## src/sv/m2ad_pkg.sv

```systemverilog
// ---------------------------------------------------------------------------
// m2ad_pkg
// Types, constants and the small divider shared by the downsampler files.
// ---------------------------------------------------------------------------
package m2ad_pkg;

    localparam int PIX_W   = 8;             // one colour channel
    localparam int SUM2_W  = PIX_W + 1;     // sum of two pixels
    localparam int SUM4_W  = PIX_W + 2;     // sum of four pixels
    localparam int CNT2_W  = 2;             // lit count of two pixels, 0..2
    localparam int CNT4_W  = 3;             // lit count of four pixels, 0..4
    localparam int CFG_W   = 10;
    localparam int DATA_W  = 3 * PIX_W;

    localparam int DEF_MAX_WIDTH = 512;
    localparam int QUEUE_DEPTH   = 4;
    localparam logic [CFG_W-1:0] LINE_WIDTH_RESET = 10'd512;

    // floor(x / 3) = (x * 683) >> 11, exact for x up to 1020
    localparam int RECIP3       = 683;
    localparam int RECIP3_W     = 10;
    localparam int RECIP3_SHIFT = 11;

    // Channel sums and lit count of a horizontal pixel pair
    typedef struct packed {
        logic [CNT2_W-1:0] n;
        logic [SUM2_W-1:0] b;
        logic [SUM2_W-1:0] g;
        logic [SUM2_W-1:0] r;
    } t_pair;

    // What the front hands to the back for each completed pair
    typedef struct packed {
        t_pair pair;
        logic  lower;   // pair belongs to the lower row of the block
        logic  last;    // last block of the frame
    } t_cmd;

    function automatic logic [PIX_W-1:0] div_by_count(input logic [SUM4_W-1:0] s,
                                                      input logic [CNT4_W-1:0] n);
        logic [SUM4_W+RECIP3_W-1:0] p;
        logic [PIX_W-1:0]           q;
        p = {{RECIP3_W{1'b0}}, s} * (SUM4_W + RECIP3_W)'(RECIP3);
        unique case (n)
            3'd1:    q = s[PIX_W-1:0];
            3'd2:    q = s[PIX_W:1];
            3'd3:    q = p[RECIP3_SHIFT +: PIX_W];
            3'd4:    q = s[PIX_W+1:2];
            default: q = '0;    // all four black
        endcase
        return q;
    endfunction

endpackage

```

## src/sv/m2ad_front.sv

```systemverilog
// ---------------------------------------------------------------------------
// m2ad_front
// Pixel intake: raster position, line width, horizontal pair sums.
// ---------------------------------------------------------------------------
module m2ad_front #(
    parameter int MAX_WIDTH = m2ad_pkg::DEF_MAX_WIDTH,
    parameter int AW        = $clog2(MAX_WIDTH / 2)
) (
    input  logic                         i_clk,
    input  logic                         i_rst_n,
    input  logic                         i_cfg_wr,
    input  logic [m2ad_pkg::CFG_W-1:0]   i_cfg_data,
    input  logic                         i_valid,
    output logic                         o_ready,
    input  logic [m2ad_pkg::PIX_W-1:0]   i_red,
    input  logic [m2ad_pkg::PIX_W-1:0]   i_green,
    input  logic [m2ad_pkg::PIX_W-1:0]   i_blue,
    input  logic                         i_full,
    output logic                         o_push,
    output m2ad_pkg::t_cmd               o_cmd,
    output logic [AW-1:0]                o_slot
);

    import m2ad_pkg::*;

    localparam int CW   = $clog2(MAX_WIDTH);
    localparam int WW   = $clog2(MAX_WIDTH + 1);
    localparam int CMPW = (WW > CFG_W) ? WW : CFG_W;

    logic [CFG_W-1:0] r_line_width;
    logic [CW-1:0]    r_col, n_col;
    logic [CW-1:0]    r_row, n_row;
    t_pair            r_pend;

    logic [CMPW-1:0]  lw_ext, w_clamp;
    logic [WW-1:0]    w_use, col_inc, row_inc;
    logic             col_end, row_end, accept;
    t_pair            pix, pair;

    // width clamped to 2..MAX_WIDTH, then made even
    always_comb begin
        lw_ext = CMPW'(r_line_width);
        if (lw_ext < CMPW'(2)) begin
            w_clamp = CMPW'(2);
        end else if (lw_ext > CMPW'(MAX_WIDTH)) begin
            w_clamp = CMPW'(MAX_WIDTH);
        end else begin
            w_clamp = lw_ext;
        end
        w_use = {w_clamp[WW-1:1], 1'b0};
    end

    assign col_inc = WW'(r_col) + WW'(1);
    assign row_inc = WW'(r_row) + WW'(1);
    assign col_end = (col_inc >= w_use);
    assign row_end = (row_inc >= w_use);

    assign o_ready = !i_full;
    assign accept  = i_valid && o_ready;

    // a black pixel contributes zero to every sum anyway
    always_comb begin
        pix.r = {1'b0, i_red};
        pix.g = {1'b0, i_green};
        pix.b = {1'b0, i_blue};
        pix.n = {1'b0, |{i_red, i_green, i_blue}};
        pair.r = r_pend.r + pix.r;
        pair.g = r_pend.g + pix.g;
        pair.b = r_pend.b + pix.b;
        pair.n = r_pend.n + pix.n;
    end

    always_comb begin
        n_col = r_col;
        n_row = r_row;
        if (col_end) begin
            n_col = '0;
            n_row = row_end ? '0 : CW'(row_inc);
        end else begin
            n_col = CW'(col_inc);
        end
    end

    always_ff @(posedge i_clk) begin
        if (!i_rst_n) begin
            r_line_width <= LINE_WIDTH_RESET;
            r_col        <= '0;
            r_row        <= '0;
            r_pend       <= '0;
        end else if (i_cfg_wr) begin
            r_line_width <= i_cfg_data;
            r_col        <= '0;
            r_row        <= '0;
            r_pend       <= '0;
        end else if (accept) begin
            r_col <= n_col;
            r_row <= n_row;
            if (!r_col[0]) begin
                r_pend <= pix;
            end
        end
    end

    assign o_push      = accept && r_col[0];
    assign o_cmd.pair  = pair;
    assign o_cmd.lower = r_row[0];
    assign o_cmd.last  = col_end && row_end;
    assign o_slot      = AW'(r_col >> 1);

endmodule

```

## config.mk

```make
export PLATFORM = sky130hd
export DESIGN_NAME = m2ad_front
export DESIGN_NICKNAME = d
export VERILOG_FILES = /design/src/sv/m2ad_pkg.sv /design/src/sv/m2ad_front.sv
export SDC_FILE = /design/constraint.sdc
export NUM_CORES = 1
export LEC_CHECK = 0
export BUFFER_PORTS_ARGS = -buffer_cell sky130_fd_sc_hd__buf_2
export CAP_MARGIN = 40
export CELL_PAD_IN_SITES_DETAIL_PLACEMENT = 1
export CELL_PAD_IN_SITES_GLOBAL_PLACEMENT = 1
export CORE_MARGIN = 2
export CORE_UTILIZATION = 40
export DETAILED_ROUTE_END_ITERATION = 10
export PLACE_DENSITY = 0.79
export SETUP_SLACK_MARGIN = 0.2
export SLEW_MARGIN = 15
export SYNTH_ARGS = -nofsm -noshare
export SYNTH_HDL_FRONTEND = slang
export SYNTH_SLANG_ARGS = --single-unit
```

## constraint.sdc

```tcl
create_clock -name i_clk -period 3.18 [get_ports i_clk]
set_input_delay 0.318 -clock i_clk [delete_from_list [all_inputs] [get_ports i_clk]]
set_output_delay 0.318 -clock i_clk [all_outputs]
set_load 0.01 [all_outputs]
```

==> results summary, run 1 <==
The flow ran to the end, and the final reports show no timing, DRC or antenna violations. The number of design rule violations left after detail routing is 0. The share of power burned in registers is 49.1%. The worst register-to-register path has a setup slack of 0.17 ns.

The routed length on met1 came out at 4649 um. The layout has 1100 filler cells. Global routing finished with a remaining overflow of 0. The netlist area before placement is 0.003637 sq mm.

The final layout contains 639 nets. The number of max-capacitance violations reported came out at 0. The post-route total power came out at 1.370 mW. From bottom edge to top edge, the die measures 99.36 um.

In the post-synthesis netlist, the biggest area contributors are sky130_fd_sc_hd__dfxtp_1, sky130_fd_sc_hd__ha_1, sky130_fd_sc_hd__nand2_1. In the synthesized netlist, the cells that appear most often are sky130_fd_sc_hd__nand2_1, sky130_fd_sc_hd__a21oi_1, sky130_fd_sc_hd__dfxtp_1. The final wirelength is 10770 um. The first-pass iteration count of the detailed router came out at 4. The endpoint identified for the worst register-to-register timing path is r_col[4]. By instance count, the leading cell after synthesis is sky130_fd_sc_hd__nand2_1.

Detailed routing inserted a total of 3533 vias. The signed area change from the synthesized netlist to the final layout is 26.80%. The share of the synthesized area in the top cell type came out at 28.62%. The count of hold buffers inserted by post-cts repair is 0.

Data on the critical path is required at its endpoint by 2.86 ns. The CTS H-tree depth came out at 2. The core outline area is 0.008763 sq mm. Across the routed clock network, the largest skew measured is 0.01498 ns. After detailed routing, the met2 layer carries 5521 um of wire. The number of hold-slack violations in the final timing report is 0. The setup TNS after final layout is 0 ns. Setup violations remaining at the end of the flow were counted as 0. Combinational cells account for 20.8% of the total power. The worst register-to-register path begins at r_col[0]. The clock network accounts for 30.1% of the total power. The hold path endpoint is lw_ext[9]. The post-route antenna net violation count is 0. The highest metal layer used by the detailed router is met4. The number of input and output port buffers inserted came out at 78. The type of the worst min-delay path is primary input to register. For this block, the initial DRC count from the detailed router was 92.

The switching power total came out at 0.4074 mW. Wire segments on met3 add up to 392 um in the final route. Across every metal layer, demand over resource in global routing totals 21.14%. The switching power as a share of total power came out at 29.74%.

For the pin with the worst max-slew slack, the measured transition is 0.6402 ns. The clock sink count came out at 52. The total power density per cell area came out at 297.0 mW/mm^2.

The global-route wire length before repair came out at 17200 um. For this run, the leading register cell type out of synthesis is sky130_fd_sc_hd__dfxtp_1. The arrival time of the worst setup path came out at 2.75 ns. In the routed layout, each cell is associated on average with a via count of 5.345. The initial core utilization came out at 41.50%. The clock insertion delay at the later pin of the skew report is 0.32 ns.

The total clock buffers created by CTS is 5. Clock tree synthesis selected as its root buffer the cell sky130_fd_sc_hd__clkbuf_8. The unique cell type count in the Yosys netlist came out at 44. Setup repair after global routing could not meet its margin everywhere. Yosys mapped a number of flops with a built-in enable equal to 0. The share of the core filled with cells in the final layout is 52.63%. Cells with a size suffix above 1 make up 29.11% of the layout.

The hold slack came out at 0.2278 ns. The worst reg2reg path depth came out at 14. In this run the most critical hold path is launched from i_cfg_data[9]. The number of inserted diodes came out at 0. The share of the yosys chip area belonging to registers is 28.62%. The mean area per synthesized cell is 7.959 sq um. The clock passes through at most 2 buffers. The synthesized flop and latch total is 52. The part of the cycle the worst path needs came out at 96.56%.

The total die area is 0.009871 sq mm. The detail-routed net length per standard cell is 16.30 um. The floorplan has 34 rows. Setup slack on the critical path of the routed design comes to 0.1094 ns. The share of flip-flops with an asynchronous set or reset came out at 0%. The number of cells produced by synthesis came out at 457.

The kind of end point of the critical path is a primary output. The width of the die came out at 99.36 um. Routability-driven placement finished with a final weighted congestion of 0.9160. STA classifies the critical path startpoint as a register.

The net count after synthesis is 544. The worst voltage drop across the vdd grid came out at 178.4 uV. The internal power consumption came out at 0.9623 mW. The count of boundary I/O pins came out at 80. The HPWL reported at the end of detailed placement is 7444 um. The pre-CTS setup slack is -0.1912 ns. The maximum number of pins on one net before global-route repair came out at 26. Of all nets on the critical path, the largest fanout is 4. The highest clock frequency the design can meet came out at 325.7 MHz. The number of slew-limit violations in the final report is 0.

Measured against its own limit, the worst slew margin works out to 57.32%. The number of antenna violations at the first check in global routing came out at 0. The number of warnings reported in the yosys synthesis log came out at 0.

The static leakage came out at 2.021 nW. The biggest area contributor in the post-synthesis netlist is sky130_fd_sc_hd__dfxtp_1. The hold-critical path depth came out at 3. The number of global-route vias before repair is 3633.

The time the final worst path needs with I/O delays and setup is 3.071 ns. The clock-pin transition on the worst setup and hold timing paths came out at 0.10 ns. TritonCTS built the clock tree. The critical path is of the register to primary output type.
-- timing repair --
item | in CTS | in global routing
buffers inserted | 16 | 5
gates cloned | 0 | 1
gates resized for setup | 30 | 24
endpoints found under the hold margin | 0 | 0
pin swaps | 9 | 16
setup endpoints to repair | 16 | 19
-- final cells by class --
| cell class | count | area [sq um] | area share [%] |
|---|---|---|---|
| Clock buffer | 7 | 86.33 | 1.872 |
| Inverter | 18 | 67.56 | 1.465 |
| Tap cell | 108 | 135.1 | 2.930 |
| Timing Repair Buffer | 111 | 660.6 | 14.32 |
| Clock inverter | 1 | 7.507 | 0.1628 |
| Sequential cell | 52 | 1055 | 22.87 |
| Multi-Input combinational cell | 364 | 2600 | 56.38 |
-- cell usage in the layout, fill, tap and decap left out, types with 5 or more instances in the layout --
cell                       count
sky130_fd_sc_hd__nor2_1       19
sky130_fd_sc_hd__xnor2_1      19
sky130_fd_sc_hd__nor2b_1      14
sky130_fd_sc_hd__inv_1        17
sky130_fd_sc_hd__nor4_1        7
sky130_fd_sc_hd__mux2i_1       9
sky130_fd_sc_hd__nand3b_1      7
sky130_fd_sc_hd__buf_4        29
sky130_fd_sc_hd__buf_2        78
sky130_fd_sc_hd__dfxtp_1      47
sky130_fd_sc_hd__clkbuf_8      6
sky130_fd_sc_hd__a21o_1        7
sky130_fd_sc_hd__nand2b_1      5
sky130_fd_sc_hd__ha_1         41
sky130_fd_sc_hd__o21ai_0      16
sky130_fd_sc_hd__a21oi_1      50
sky130_fd_sc_hd__nor3_1        5
sky130_fd_sc_hd__xor2_1       10
sky130_fd_sc_hd__nand2_1      87
sky130_fd_sc_hd__and3_4        5
-- worst max-delay path: stages, from the launching register on --
cell,delay [ns]
sky130_fd_sc_hd__dfxtp_4,0.38
sky130_fd_sc_hd__ha_4,0.15
sky130_fd_sc_hd__and3_4,0.21
sky130_fd_sc_hd__and3_4,0.21
sky130_fd_sc_hd__nand3_2,0.09
sky130_fd_sc_hd__xnor2_2,0.16
sky130_fd_sc_hd__ha_1,0.29
sky130_fd_sc_hd__o21ai_2,0.19
sky130_fd_sc_hd__a21oi_1,0.08
sky130_fd_sc_hd__o32a_1,0.38
sky130_fd_sc_hd__nor2b_1,0.15
sky130_fd_sc_hd__buf_2,0.13
-- power groups by stage --
stage / clock (mW) / combinational [mW] / sequential (mW)
finish: 0.412 / 0.285 / 0.673
global route: 0.453 / 0.316 / 0.676
CTS: 0.429 / 0.277 / 0.675
detailed placement: 0 / 0.268 / 0.690
global placement: 0 / 0.258 / 0.689
floorplan: 0 / 0.162 / 0.688
-- kinds of logic after synthesis --
logic type,Yosys count,synth area share (%)
AO/OA/AOI/OAI,101,15.96
XOR/XNOR,32,7.706
adder cells (fa/ha/maj),48,17.13
buffers and inverters,42,5.401
flip-flops,52,28.62
multiplexers,9,2.477
AND/OR/NAND/NOR,173,22.70
-- stage by stage --
stage                     area, sq um  cells
after floorplan                  3637    457
after global placement           4116    630
after detailed placement         4131    631
after CTS                        4472    655
after global routing             4612    661
final                            4612    661
-- flip-flops by register name, summed over array words and instances (netlist names) --
signal and flops:
r_pend 25, lw_ext 9, r_col 9, r_row 9
-- per-layer routing --
| layer | up-vias | GRT usage [%] |
|---|---|---|
| li1 | 1764 | - |
| met5 | - | 0 |
| met2 | 81 | 39.09 |
| met1 | 1667 | 25.50 |
| met4 | 0 | 5.163 |
| met3 | 21 | 3.373 |
-- worst max path at each step --
| stage | depth (start not counted) | from | end | slack (ns) |
|---|---|---|---|---|
| finish | 11 | r_col[0] | o_cmd[0] | 0.11 |
| detailed placement | 13 | r_row[1] | r_row[0] | -0.19 |
| floorplan | 12 | r_row[0] | o_cmd[0] | 0.30 |
| global placement | 13 | r_row[1] | r_row[0] | 0.14 |
| global route | 11 | r_col[1] | o_cmd[0] | -0.02 |
| CTS | 12 | r_row[1] | o_cmd[0] | 0.13 |
(Power assumes the default switching activity.)
==> run 2: changes to the inputs <==
--- a/config.mk
+++ b/config.mk
@@ -11,8 +11,9 @@
 export CELL_PAD_IN_SITES_GLOBAL_PLACEMENT = 1
 export CORE_MARGIN = 2
 export CORE_UTILIZATION = 40
+export CTS_BUF_LIST = sky130_fd_sc_hd__clkbuf_4 sky130_fd_sc_hd__clkbuf_8 sky130_fd_sc_hd__clkbuf_16
 export DETAILED_ROUTE_END_ITERATION = 10
-export PLACE_DENSITY = 0.79
+export PLACE_DENSITY_LB_ADDON = 0.1
 export SETUP_SLACK_MARGIN = 0.2
 export SLEW_MARGIN = 15
 export SYNTH_ARGS = -nofsm -noshare
==> results summary, run 2 (synthesized netlist as in run 1, its figures left out) <==
The flow ran to the end, and the final reports show no timing, DRC or antenna violations. The flip-flop count of the largest register after layout is 25. The share of the core filled with cells in the final layout is 51.46%.

The hold slack came out at 0.2202 ns. The share of post-route cells with drive strength above 1 is 27.52%. The total die area came out at 0.009871 sq mm. At the pin with the least slew margin, the transition time is 0.6959 ns. The worst reg2reg path depth is 16.

The final wirelength is 10210 um. The post-route cell area is 0.004509 sq mm. Data on the critical path is required at its endpoint by 2.86 ns. The first-pass iteration count of the detailed router came out at 4. Setup repair after global routing could not meet its margin everywhere. After detailed routing, the number of remaining DRC violations is 0. The hold-critical path depth is 3. The number of global-route vias before repair is 3582.

The most common cell after layout, fill and taps aside is sky130_fd_sc_hd__nand2_1. STA classifies the critical path endpoint as a primary output. The worst setup path is launched from a register. The startpoint of the worst-slack reg-to-reg timing path is r_row[1]. The worst setup path is of the register to primary output kind. The total power density per cell area is 296.0 mW/mm^2.

The global-route congestion overflow total came out at 0. The instance count after placement with tap cells included came out at 627. In this run the clock root is driven by a sky130_fd_sc_hd__clkbuf_8. Counting flops per register, the top entry is r_pend. In this run the worst setup path begins at r_row[1]. The worst voltage drop across the vdd grid came out at 146.9 uV. The cell row count is 34. TritonCTS built the clock tree. The CTS H-tree depth is 2. The number of inserted diodes came out at 0. The launch instance of the worst min-delay path is i_cfg_data[9]. The number of setup violations in the final report came out at 0. The static leakage is 1.971 nW. The time the final worst path needs with I/O delays and setup is 3.056 ns. For this block, the initial DRC count from the detailed router was 97.

The number of input and output port buffers inserted came out at 78. The net count of the finished layout came out at 632. Dividing the detail-routed via count by the number of cells gives 5.342. The tool flagged a number of max-cap violations equal to 0. The maximum buffer depth of the clock tree came out at 2.

The total clock buffers created by CTS came out at 5. The core outline area is 0.008763 sq mm. The later pin in the worst-skew pair is clocked with a latency of 0.31 ns. The total routing usage reported by global routing is 20.48%. The arrival time of the worst setup path is 2.74 ns. The part of the cycle the worst path needs came out at 96.09%. The clock sink count came out at 52. The type of the worst min-delay path is primary input to register. The number of slew-limit violations in the final report is 0.

The number of antenna violations at the first check in global routing came out at 0. The HPWL reported at the end of detailed placement came out at 7470 um. The die is 99.36 um tall. The count of placed standard cells in the final layout, fillers left out came out at 653. In this run the worst path has a maximum fanout of 2.

At the end of routability-driven placement, the weighted congestion stood at 0.8200. The tightest slew margin relative to the limit came out at 53.51%. In the final routed layout, each cell accounts on average for 15.63 um. In the layout the commonest cells are sky130_fd_sc_hd__nand2_1, sky130_fd_sc_hd__buf_2, sky130_fd_sc_hd__a21oi_1. The clock-pin transition on the worst setup and hold timing paths is 0.10 ns.

The die is 99.36 um wide. For this block, the via count after detailed routing is 3488. The signed area change from the synthesized netlist to the final layout is 23.98%.

The number of hold-slack violations in the final timing report is 0. The first global-routing pass estimated 16530 um of wire. In this run the count of I/O pins placed on the die edge is 80. The highest clock frequency the design can meet came out at 327.3 MHz.

Across the routed clock network, the largest skew measured is 0.01028 ns. The post-route antenna net violation count came out at 0. The post-placement cell area came out at 0.004094 sq mm. The maximum number of pins on one net before global-route repair is 34. The initial core utilization came out at 41.50%.
run 2: worst max-delay path: stages, from the launching register on:
cell	delay (ns)
sky130_fd_sc_hd__dfxtp_4	0.37
sky130_fd_sc_hd__ha_4	0.14
sky130_fd_sc_hd__nand3_2	0.08
sky130_fd_sc_hd__or2_4	0.26
sky130_fd_sc_hd__nor2_4	0.10
sky130_fd_sc_hd__xor2_2	0.20
sky130_fd_sc_hd__ha_4	0.24
sky130_fd_sc_hd__a2111oi_4	0.33
sky130_fd_sc_hd__o21ai_1	0.13
sky130_fd_sc_hd__a41oi_1	0.21
sky130_fd_sc_hd__a21o_1	0.16
sky130_fd_sc_hd__nor2b_1	0.08
sky130_fd_sc_hd__buf_2	0.14
run 2: metrics by stage:
step                      setup TNS [ns]  worst slack [ns]  power, mW
final                                  0            0.1244      1.335
after floorplan                        0            0.3007     0.8498
after CTS                              0            0.2040      1.349
after global placement                 0           0.09680     0.9452
after detailed placement               0           0.03966     0.9534
after global routing            -0.02255          -0.02255      1.410
run 2: layout make-up:
type,instances,area (sq um)
clock buffer,6,76.32
multi-input combinational,363,2567
clock inverter,1,5.005
inverter,18,67.56
sequential,52,1054
fill,1085,4254
tap,108,135.1
timing repair buffer,105,604.3
run 2: worst paths after layout:
path	slack, ns	to
worst min-delay path	0.22	lw_ext[9]
worst max register to register	0.21	r_row[3]
worst min register to register	0.47	r_pend[2]
worst max-delay path	0.12	o_cmd[0]
run 2: routing by layer:
| layer | up-vias | track usage, % | part of all wire [%] |
|---|---|---|---|
| li1 | 1737 | - | - |
| met1 | 1663 | 24.47 | 43 |
| met2 | 68 | 37.99 | 51 |
| met3 | 20 | 2.670 | 2.8 |
| met4 | 0 | 6.217 | 2.6 |
| met5 | - | 0 | 0 |
run 2: timing repair:
item | in CTS | in global routing
hold buffers | 0 | 0
pin swaps | 10 | 6
buffers inserted | 14 | 5
endpoints found under the hold margin | 0 | 0
setup endpoints to repair | 19 | 12
resized for setup | 37 | 8
run 2: report_power, final:
group          switching, mW  internal, mW
registers            0.00987         0.664
clock network          0.223         0.159
logic                  0.160         0.119
total                  0.392         0.943
