### src/sv/m2ad_queue.sv
// ---------------------------------------------------------------------------
// m2ad_queue
// Short register FIFO between the front and the back.
// ---------------------------------------------------------------------------
module m2ad_queue #(
    parameter int WIDTH = 8,
    parameter int DEPTH = 4
) (
    input  logic             i_clk,
    input  logic             i_rst_n,
    input  logic             i_push,
    input  logic [WIDTH-1:0] i_data,
    input  logic             i_pop,
    output logic             o_valid,
    output logic             o_full,
    output logic [WIDTH-1:0] o_data
);

    localparam int PW = (DEPTH > 1) ? $clog2(DEPTH) : 1;
    localparam int CW = $clog2(DEPTH + 1);

    logic [WIDTH-1:0] r_mem [DEPTH];
    logic [PW-1:0]    r_wr_ptr, n_wr_ptr;
    logic [PW-1:0]    r_rd_ptr, n_rd_ptr;
    logic [CW-1:0]    r_count, n_count;

    always_comb begin
        n_wr_ptr = r_wr_ptr;
        n_rd_ptr = r_rd_ptr;
        n_count  = r_count;
        if (i_push) begin
            n_wr_ptr = (r_wr_ptr == PW'(DEPTH - 1)) ? '0 : r_wr_ptr + PW'(1);
        end
        if (i_pop) begin
            n_rd_ptr = (r_rd_ptr == PW'(DEPTH - 1)) ? '0 : r_rd_ptr + PW'(1);
        end
        if (i_push && !i_pop) begin
            n_count = r_count + CW'(1);
        end else if (i_pop && !i_push) begin
            n_count = r_count - CW'(1);
        end
    end

    always_ff @(posedge i_clk) begin
        if (!i_rst_n) begin
            r_wr_ptr <= '0;
            r_rd_ptr <= '0;
            r_count  <= '0;
        end else begin
            r_wr_ptr <= n_wr_ptr;
            r_rd_ptr <= n_rd_ptr;
            r_count  <= n_count;
        end
    end

    always_ff @(posedge i_clk) begin
        if (i_push) begin
            r_mem[r_wr_ptr] <= i_data;
        end
    end

    assign o_valid = (r_count != '0);
    assign o_full  = (r_count == CW'(DEPTH));
    assign o_data  = r_mem[r_rd_ptr];

endmodule

### config.mk
export PLATFORM = sky130hd
export DESIGN_NAME = m2ad_queue
export DESIGN_NICKNAME = d
export VERILOG_FILES = /design/src/sv/m2ad_queue.sv
export SDC_FILE = /design/constraint.sdc
export NUM_CORES = 1
export LEC_CHECK = 0
export BUFFER_PORTS_ARGS = -buffer_cell sky130_fd_sc_hd__buf_2
export CAP_MARGIN = 20
export CORE_UTILIZATION = 41
export CTS_BUF_LIST = sky130_fd_sc_hd__clkbuf_8 sky130_fd_sc_hd__clkbuf_16
export CTS_CLUSTER_SIZE = 25
export DETAILED_ROUTE_END_ITERATION = 16
export PLACE_DENSITY_LB_ADDON = 0.3
export SETUP_SLACK_MARGIN = 0.1
export SYNTH_ARGS = -nofsm -noshare
export SYNTH_HDL_FRONTEND = slang
export SYNTH_SLANG_ARGS = --single-unit
### constraint.sdc
create_clock -name i_clk -period 3.8 [get_ports i_clk]
set_input_delay 0.19 -clock i_clk [delete_from_list [all_inputs] [get_ports i_clk]]
set_output_delay 0.19 -clock i_clk [all_outputs]
set_load 0.02 [all_outputs]
==> flow_metrics.env, run 1 <==
export IMPL_worst_clock_skew_ns=0.002719
export IMPL_drc=0
export IMPL_numCtsBuffers=5
export IMPL_post_cts_buffers=0
export IMPL_nets=131
export IMPL_final_core_util_pct=51.11
export IMPL_clock_fmax_mhz=529.0
export IMPL_max_cap_violations=0
export IMPL_die_area_um2=4198
export IMPL_grt_pass1_wl_um=4098
export IMPL_synth_mux_area_share_pct=13.62
export IMPL_dr_first_iter_drc_count=33
export IMPL_crit_fanout=8
export IMPL_fp_row_count=22
export IMPL_clockRootBuffer="clkbuf_8"
export IMPL_vias_per_cell=4.932
export IMPL_ys_types=20
export IMPL_clk_pin_slew_ns=0.08
export IMPL_gp_congestion=0.6775
export IMPL_place_area_um2=1765
export IMPL_synth_compound_gate_area_share_pct=1.238
export IMPL_synth_warnings=0
export IMPL_drive_gt1_share_pct=32.74
export IMPL_antennaDiodeCount=0
export IMPL_cts_repair_resize_count=0
export IMPL_synthDominantCellAreaShare_pct=59.44
export IMPL_cts_hold_buf=0
export IMPL_io_pins=22
export IMPL_wirelength_um=2437
export IMPL_vdd_drop_max_uv=282.6
export IMPL_synth_simple_area_share_pct=5.650
export IMPL_rr_worst_depth=4
export IMPL_synth_xor_area_share_pct=1.084
export IMPL_start_util_pct=43.50
export IMPL_ys_ff_latch=41
export IMPL_insertion_delay_ns=0.29
export IMPL_synthesis_instances=86
export IMPL_hold_path_depth=1
export IMPL_cts_tree="built"
export IMPL_cp_start_kind="register"
export IMPL_finalHoldViolCount=0
export IMPL_setup_viol=0
export IMPL_min_to="r_mem[0][0]"
export IMPL_worstReg2RegEnd="r_count[2]"
export IMPL_ant_nets=0
export IMPL_status="complete, no violations"
export IMPL_io_buffers=21
export IMPL_synthAdderAreaFrac_pct=5.882
export IMPL_firstDrtPassIters=4
export IMPL_slew_viol_final=0
export IMPL_grt_antenna_before_repair=0
export IMPL_period_needed_ns=1.891
export IMPL_yosys_area_top_type="edfxtp_1"
export IMPL_core_area_um2=3716
export IMPL_hp_class="in2reg"
export IMPL_cts_max_path_buffers=2
export IMPL_synth_area_um2=1617
export IMPL_synth_area_per_cell_um2=18.80
export IMPL_critical_path_endpoint_type="primary output"
export IMPL_tns_ns=0
export IMPL_hp_start="i_data[0]"
export IMPL_critPathKind="reg2out"
export IMPL_maxSlewHeadroom_pct=64.36
export IMPL_gr_total_overflow=0
export IMPL_cellLeakagePower_nw=0.7026
export IMPL_yosysSeqAreaShare_pct=70.59
export IMPL_dr_total_vias=794
export IMPL_area_growth_pct=17.49
export IMPL_timing_rr_start="r_count[0]"
export IMPL_track_usage_pct=14.26
export IMPL_grt_start_max_net_pins=14
export IMPL_min_period_over_period_pct=49.75
export IMPL_fin_hold_ws_ns=0.1103
export IMPL_p_per_area_nw_per_um2=552.6
export IMPL_crit_arrival_ns=1.70
export IMPL_htreeDepth=2
export IMPL_synth_nets=105
export IMPL_r2r_setup_slack_ns=2.31
export IMPL_synth_area_leaders="edfxtp_1, dfxtp_1, mux4_2, ha_1, mux2i_1"
export IMPL_post_drt_wl_per_cell_um=15.14
export IMPL_synth_top_family_by_area="multiplexers"
export IMPL_grt_pass1_vias=868
export IMPL_required_ns=3.61
export IMPL_die_w_um=64.79
export IMPL_clock_sinks=41
export IMPL_final_area_um2=1899
export IMPL_worst_pin_slew_ns=0.5339
export IMPL_dp_hpwl_um=1689
export IMPL_die_h_um=64.79
export IMPL_rsz0062_at_grt="false"
-- flip-flops by register name, summed over array words and instances, names as in the netlist, named ones only --
register / flops
r_rd_ptr: 2
r_mem: 32
r_count: 3
r_wr_ptr: 2
-- worst max-delay path: stages, from the launching register on --
cell	delay, ns
dfxtp_1	0.66
mux4_2	0.58
buf_2	0.17
-- kinds of logic (layout without fill, tap and decap cells) --
family | count (synthesis) | in the layout
DFF | 41 | 41
and+or+nand+nor | 15 | 15
muxes | 12 | 12
adders and majority gates | 7 | 7
buffers and inverters | 6 | 33
AOI/OAI and AO/OA | 3 | 3
xor gates and xnor gates | 2 | 2
-- cell usage in the layout, fill, tap and decap left out, types with 2 or more instances in the layout --
master | Yosys | layout
and2_1 | 5 | 5
buf_2 | 0 | 21
bufinv_16 | 0 | 2
clkbuf_8 | 0 | 5
dfxtp_1 | 9 | 9
edfxtp_1 | 32 | 32
ha_1 | 6 | 6
inv_1 | 4 | 4
mux2i_1 | 4 | 4
mux4_2 | 8 | 8
nor2b_1 | 5 | 5
or3_1 | 2 | 2
-- report_power, final --
group	internal [W]	switching [W]
registers	0.000510	0.0000187
logic	0.0000534	0.0000606
clock network	0.000261	0.000146
-- synth_stat cells --
cell / instances
edfxtp_1: 32
dfxtp_1: 9
mux4_2: 8
ha_1: 6
and2_1: 5
nor2b_1: 5
inv_1: 4
mux2i_1: 4
or3_1: 2
a21boi_1: 1
buf_6: 1
clkbuf_2: 1
fa_1: 1
nor2_1: 1
nor3_1: 1
nor3b_1: 1
o21a_1: 1
o21ai_0: 1
xnor2_1: 1
xor2_1: 1
-- worst max path at each step --
stage          startpoint  slack, ns          to  cells past startpoint
2_1_floorplan       i_pop       2.35  r_count[2]                      7
3_3_place_gp        i_pop       2.14  r_count[2]                      8
3_5_place_dp        i_pop       2.08  r_count[2]                      8
4_1_cts          register       1.82   o_data[1]                      2
5_1_grt          register       1.74   o_data[1]                      2
6_report         register       1.91   o_data[2]                      2
-- metrics by stage --
step | total power, W | std cells | worst slack [ns]
4_1_cts | 0.001061 | 161 | 1.823
6_report | 0.001049 | 161 | 1.909
3_5_place_dp | 0.0006549 | 153 | 2.078
2_1_floorplan | 0.0006152 | 86 | 2.347
5_1_grt | 0.001096 | 161 | 1.739
3_3_place_gp | 0.0006484 | 153 | 2.143
-- metal layers --
layer | part of all wire [%] | global-route usage, % | vias up
li1 | - | - | 376
met1 | 42 | 15.57 | 392
met2 | 50 | 23.18 | 21
met3 | 5.4 | 6.514 | 5
met4 | 2.3 | 7.222 | 0
met5 | 0 | 0 | -
-- final cells by class --
class,instances,area (um^2)
clock buffer,5,68.82
clock inverter,3,65.06
fill,318,1817
inverter,4,15.01
multi-input combinational,39,444.2
sequential,41,1141
tap,48,60.06
timing repair buffer,21,105.1
No activity file was read; power rests on OpenSTA's default activity.
==> run 2: changes to the inputs <==
clock period = 1.8 ns   (was 3.8 ns; I/O delays follow)
==> run 2 against run 1 <==
Worst hold slack got worse by 0.099 ns. Sequential cell count did not move. Via count fell by 1.5%. Critical path depth rose by 1. Clock skew rose by 0.00059 ns. Power rose by 84%.
==> flow_metrics.env, run 2 (synthesis gave the netlist of run 1 again) <==
export IMPL_clock_sinks=41
export IMPL_numCtsBuffers=5
export IMPL_gp_congestion=0.7264
export IMPL_grt_pass1_vias=810
export IMPL_post_cts_buffers=0
export IMPL_crit_fanout=8
export IMPL_dr_first_iter_drc_count=17
export IMPL_cts_tree="built"
export IMPL_die_h_um=64.79
export IMPL_period_needed_ns=1.588
export IMPL_clk_pin_slew_ns=0.08
export IMPL_wirelength_um=2376
export IMPL_worst_clock_skew_ns=0.003313
export IMPL_hp_start="i_data[7]"
export IMPL_core_area_um2=3716
export IMPL_cts_max_path_buffers=2
export IMPL_vias_per_cell=4.827
export IMPL_cts_hold_buf=0
export IMPL_clock_fmax_mhz=629.7
export IMPL_final_area_um2=1859
export IMPL_slew_viol_final=0
export IMPL_crit_arrival_ns=1.50
export IMPL_cellLeakagePower_nw=0.6836
export IMPL_io_pins=22
export IMPL_worst_pin_slew_ns=0.4445
export IMPL_rsz0062_at_grt="false"
export IMPL_antennaDiodeCount=0
export IMPL_track_usage_pct=13.30
export IMPL_insertion_delay_ns=0.29
export IMPL_vdd_drop_max_uv=635.0
export IMPL_cp_start_kind="register"
export IMPL_critical_path_endpoint_type="primary output"
export IMPL_nets=132
export IMPL_die_w_um=64.79
export IMPL_grt_start_max_net_pins=14
export IMPL_start_util_pct=43.50
export IMPL_dr_total_vias=782
export IMPL_max_cap_violations=0
export IMPL_p_per_area_nw_per_um2=1038
export IMPL_grt_pass1_wl_um=3919
export IMPL_required_ns=1.71
export IMPL_htreeDepth=2
export IMPL_setup_viol=0
export IMPL_clockRootBuffer="clkbuf_8"
export IMPL_mostFrequentLayoutCell="edfxtp_1"
export IMPL_maxSlewHeadroom_pct=70.37
export IMPL_ant_nets=0
export IMPL_drive_gt1_share_pct=33.33
export IMPL_post_drt_wl_per_cell_um=14.67
export IMPL_top_register="r_mem"
export IMPL_dp_hpwl_um=1634
export IMPL_critPathKind="reg2out"
export IMPL_place_area_um2=1773
export IMPL_io_buffers=21
export IMPL_finalHoldViolCount=0
export IMPL_fp_row_count=22
export IMPL_hp_class="in2reg"
export IMPL_firstDrtPassIters=4
export IMPL_final_cell_mix="edfxtp_1, buf_2, dfxtp_1"
export IMPL_largest_reg_flops=32
export IMPL_status="complete, no violations"
export IMPL_cts_repair_resize_count=0
export IMPL_grt_antenna_before_repair=0
export IMPL_die_area_um2=4198
export IMPL_area_growth_pct=15.02
export IMPL_tns_ns=0
export IMPL_timing_rr_start="r_count[0]"
export IMPL_gr_total_overflow=0
export IMPL_min_period_over_period_pct=88.23
export IMPL_drc=0
export IMPL_nFillCells=304
export IMPL_top_regs="r_mem x32, r_count x3"
[run 2: cell types whose count changed in the layout (fill, tap and decap cells not counted), sizes merged]
| cell | before | now |
|---|---|---|
| clkinv | 1 | 2 |
| bufinv | 2 | 0 |
| buf | 21 | 22 |
| clkinvlp | 0 | 1 |
[run 2: critical path: stages, from the launching register on]
cell	delay, ns
dfxtp_1	0.31
buf_4	0.20
mux4_2	0.52
buf_2	0.17
[run 2: through the flow]
step / hold slack (ns) / instances / utilization [%] / setup slack (ns) / total power [W]
finish: 0.01171 / 162 / 50.03 / 0.2119 / 0.001931
global route: 0.008023 / 162 / 50.03 / 0.1311 / 0.002022
floorplan: 0.1889 / 86 / - / 0.4105 / 0.001299
detailed placement: 0.3084 / 154 / 47.71 / 0.1835 / 0.001383
global placement: 0.3002 / 154 / 47.71 / 0.2851 / 0.001370
CTS: 0.004072 / 162 / 50.03 / 0.1788 / 0.001952
[run 2: per-layer routing]
layer | vias to the layer above | wire, um | GRT usage [%]
li1 | 376 | - | -
met1 | 380 | 1005 | 16.73
met2 | 21 | 1203 | 20.96
met3 | 5 | 124 | 4.754
met4 | 0 | 42 | 5.000
met5 | - | 0 | 0
[run 2: where the power goes]
group | switching [W] | total [W] | internal (W)
clock network | 0.000305 | 0.000572 | 0.000267
logic | 0.000136 | 0.000251 | 0.000114
registers | 0.0000316 | 0.00111 | 0.00108
[run 2: worst paths after layout]
check | endpoint | slack, ns | depth (start not counted)
setup / recovery | o_data[1] | 0.21 | 3
hold / removal | r_mem[0][7] | 0.01 | 1
setup reg to reg | r_count[2] | 0.29 | 4
hold reg to reg | r_count[2] | 0.53 | 2
[run 2: area by class of cell]
cell class | instances | area [um^2] | share of cell area [%]
sequential | 41 | 1141 | 61.37
multi-input combinational | 39 | 444.2 | 23.89
timing repair buffer | 22 | 112.6 | 6.057
clock buffer | 5 | 68.82 | 3.701
tap | 48 | 60.06 | 3.230
clock inverter | 3 | 17.52 | 0.9421
inverter | 4 | 15.01 | 0.8075
==> run 3: changes to the inputs <==
ABC_AREA = 1   (was unset)
==> run 3 against run 2 <==
Setup slack improved by 0.033 ns. Sequential share of layout area down 0.99 points. Combinational power increased by 6%. Sequential cell count did not move. Clock skew is 0.00061 ns higher. Worst hold slack better by 0.0033 ns. Die area increased by 2.3%. First-iteration DRC count rose by 110%. Cell count rose by 31%. Largest power group unchanged.
==> flow_metrics.env, run 3 <==
export IMPL_rsz0062_at_grt="false"
export IMPL_synth_common_cells="edfxtp_1, nor2_1, inv_1, o21ai_0"
export IMPL_intPower_w=0.001433
export IMPL_switching_share_pct=25.99
export IMPL_met1_usage_pct=17.69
export IMPL_status="complete, no violations"
export IMPL_nets=182
export IMPL_ys_ff_latch=41
export IMPL_final_cell_mix="edfxtp_1, nor2_1, buf_2"
export IMPL_use_met2_pct=26.16
export IMPL_p_per_area_nw_per_um2=1023
export IMPL_io_pins=22
export IMPL_clockRootBuffer="clkbuf_8"
export IMPL_yosysSeqAreaShare_pct=68.99
export IMPL_vdd_drop_max_uv=439.3
export IMPL_synth_area_um2=1654
export IMPL_cts_hold_buf=0
export IMPL_p_comb_share_pct=13.7
export IMPL_power_frac_seq_pct=57.1
export IMPL_antennaDiodeCount=0
export IMPL_critPathKind="reg2out"
export IMPL_crit_fanout=9
export IMPL_post_drt_wl_per_cell_um=13.05
export IMPL_dp_hpwl_um=1947
export IMPL_synthAdderAreaFrac_pct=5.749
export IMPL_synth_xor_area_share_pct=0.5295
export IMPL_max_cap_violations=0
export IMPL_cts_max_path_buffers=2
export IMPL_synth_area_leaders="edfxtp_1, dfxtp_1, nor2_1, ha_1, o21ai_0"
export IMPL_numCtsBuffers=5
export IMPL_cts_tree="built"
export IMPL_synth_enable_flop_cells=32
export IMPL_yosys_area_top_type="edfxtp_1"
export IMPL_clock_sinks=41
export IMPL_synth_area_per_cell_um2=12.16
export IMPL_finalHoldViolCount=0
export IMPL_r2r_setup_slack_ns=0.50
export IMPL_cp_start_kind="register"
export IMPL_grt_most_used_layer="met2"
export IMPL_drive_gt1_share_pct=21.95
export IMPL_hp_class="in2reg"
export IMPL_clockPowerShare_pct=29.2
export IMPL_setup_viol=0
export IMPL_vias_per_cell=4.910
export IMPL_critical_path_endpoint_type="primary output"
export IMPL_io_buffers=21
export IMPL_clk_pin_slew_ns=0.07
export IMPL_synth_most_common_cell="edfxtp_1"
export IMPL_mostFrequentLayoutCell="edfxtp_1"
export IMPL_ys_types=19
export IMPL_fp_row_count=22
export IMPL_gp_congestion=0.8119
export IMPL_tns_ns=0
export IMPL_hp_start="i_data[3]"
export IMPL_required_ns=1.71
export IMPL_grt_pass1_vias=1050
export IMPL_die_h_um=65.52
export IMPL_core_area_um2=3771
export IMPL_top_register="r_mem"
export IMPL_synth_compound_gate_area_share_pct=10.14
export IMPL_worst_pin_slew_ns=0.3801
export IMPL_largest_reg_flops=32
export IMPL_fin_total_pwr_w=0.001936
export IMPL_gr_total_overflow=0
export IMPL_htreeDepth=2
export IMPL_synth_top_family_by_area="compound AO/OA/AOI/OAI gates"
export IMPL_synth_warnings=0
export IMPL_power_switching_w=0.0005031
export IMPL_critPathTopFamily="buffers and inverters"
export IMPL_slew_viol_final=0
export IMPL_start_util_pct=43.86
export IMPL_fin_cells=212
export IMPL_ant_nets=0
export IMPL_timing_rr_start="r_wr_ptr[0]"
export IMPL_grt_start_max_net_pins=17
export IMPL_crit_buf_inv=2
export IMPL_synthDominantCellAreaShare_pct=58.09
export IMPL_min_period_over_period_pct=86.38
export IMPL_period_needed_ns=1.555
export IMPL_synth_nets=155
export IMPL_crit_arrival_ns=1.46
export IMPL_dp_cells=204
export IMPL_wirelength_um=2766
export IMPL_die_w_um=65.52
export IMPL_drc=0
export IMPL_clock_fmax_mhz=643.2
export IMPL_post_cts_buffers=0
export IMPL_maxSlewHeadroom_pct=74.63
export IMPL_dr_first_iter_drc_count=35
export IMPL_area_growth_pct=14.37
export IMPL_synth_simple_area_share_pct=9.607
export IMPL_track_usage_pct=15.40
export IMPL_grt_antenna_before_repair=0
export IMPL_async_flop_share_pct=0
export IMPL_insertion_delay_ns=0.29
export IMPL_grt_pass1_wl_um=4761
export IMPL_die_area_um2=4292
export IMPL_ys_flop_type="edfxtp_1"
export IMPL_cp_slowest_cell="dfxtp_1"
export IMPL_synth_mux_area_share_pct=0
export IMPL_cellLeakagePower_nw=0.7636
export IMPL_synthesis_instances=136
export IMPL_firstDrtPassIters=4
export IMPL_grtUsageMet3_pct=5.556
export IMPL_worst_clock_skew_ns=0.003919
export IMPL_critPathMaxStageDelay_ns=0.40
export IMPL_top_regs="r_mem x32, r_count x3"
export IMPL_dr_total_vias=1041
export IMPL_worstPathCellList="inv_1 -> o21ai_0 -> o22ai_1 -> buf_2"
export IMPL_place_area_um2=1804
export IMPL_final_area_um2=1892
run 3: per-layer routing:
layer | share of wire [%] | wire, um | up-vias
met5 | 0 | 0 | -
met4 | 0.90 | 25 | 0
met3 | 3.9 | 108 | 4
met2 | 52 | 1437 | 22
met1 | 43 | 1195 | 490
li1 | - | - | 525
run 3: stage by stage:
stage                     utilization (%)  setup WS, ns  hold WS [ns]
after floorplan                         -        0.6518        0.1889
after global placement              47.84        0.5048        0.3006
after detailed placement            47.84        0.4408        0.3069
after CTS                           50.13        0.2200      0.007193
after global routing                50.17        0.1185      0.004903
final                               50.17        0.2452       0.01503
run 3: logic make-up after synthesis:
kind of cell	count (synthesis)
adders and majority gates	7
xor gates and xnor gates	1
buffers and inverters	18
and+or+nand+nor	39
AOI/OAI and AO/OA	30
DFF	41
run 3: worst paths after layout:
kind                                     to  cells after the start
worst max-delay path              o_data[0]                      4
worst min-delay path            r_mem[1][3]                      1
worst max register to register  r_mem[3][0]                      3
worst min register to register  r_wr_ptr[1]                      2
run 3: worst reg2reg max path, delay by kind of cell, from the launching register on:
family                     cells  cell delay (ns)
DFF                            1             0.41
adders and majority gates      1             0.21
and+or+nand+nor                1             0.06
buffers and inverters          1             0.29
run 3: power by group through the flow:
| stage | clock network (W) | registers, W | logic, W |
|---|---|---|---|
| floorplan | 0 | 0.00112 | 0.000183 |
| global placement | 0 | 0.00113 | 0.000257 |
| detailed placement | 0 | 0.00113 | 0.000266 |
| CTS | 0.000577 | 0.00111 | 0.000267 |
| global route | 0.000620 | 0.00111 | 0.000299 |
| finish | 0.000565 | 0.00111 | 0.000265 |
run 3: final cells by class:
cell class | count | area [um^2]
sequential | 41 | 1142
fill | 325 | 1879
multi-input combinational | 77 | 430.4
clock buffer | 5 | 68.82
clock inverter | 3 | 17.52
timing repair buffer | 22 | 112.6
inverter | 16 | 60.06
tap | 48 | 60.06
run 3: repair_timing:
action,4_1_cts,5_1_grt
endpoints found under the setup margin,0,2
endpoints found under the hold margin,0,0
resized for setup,0,1
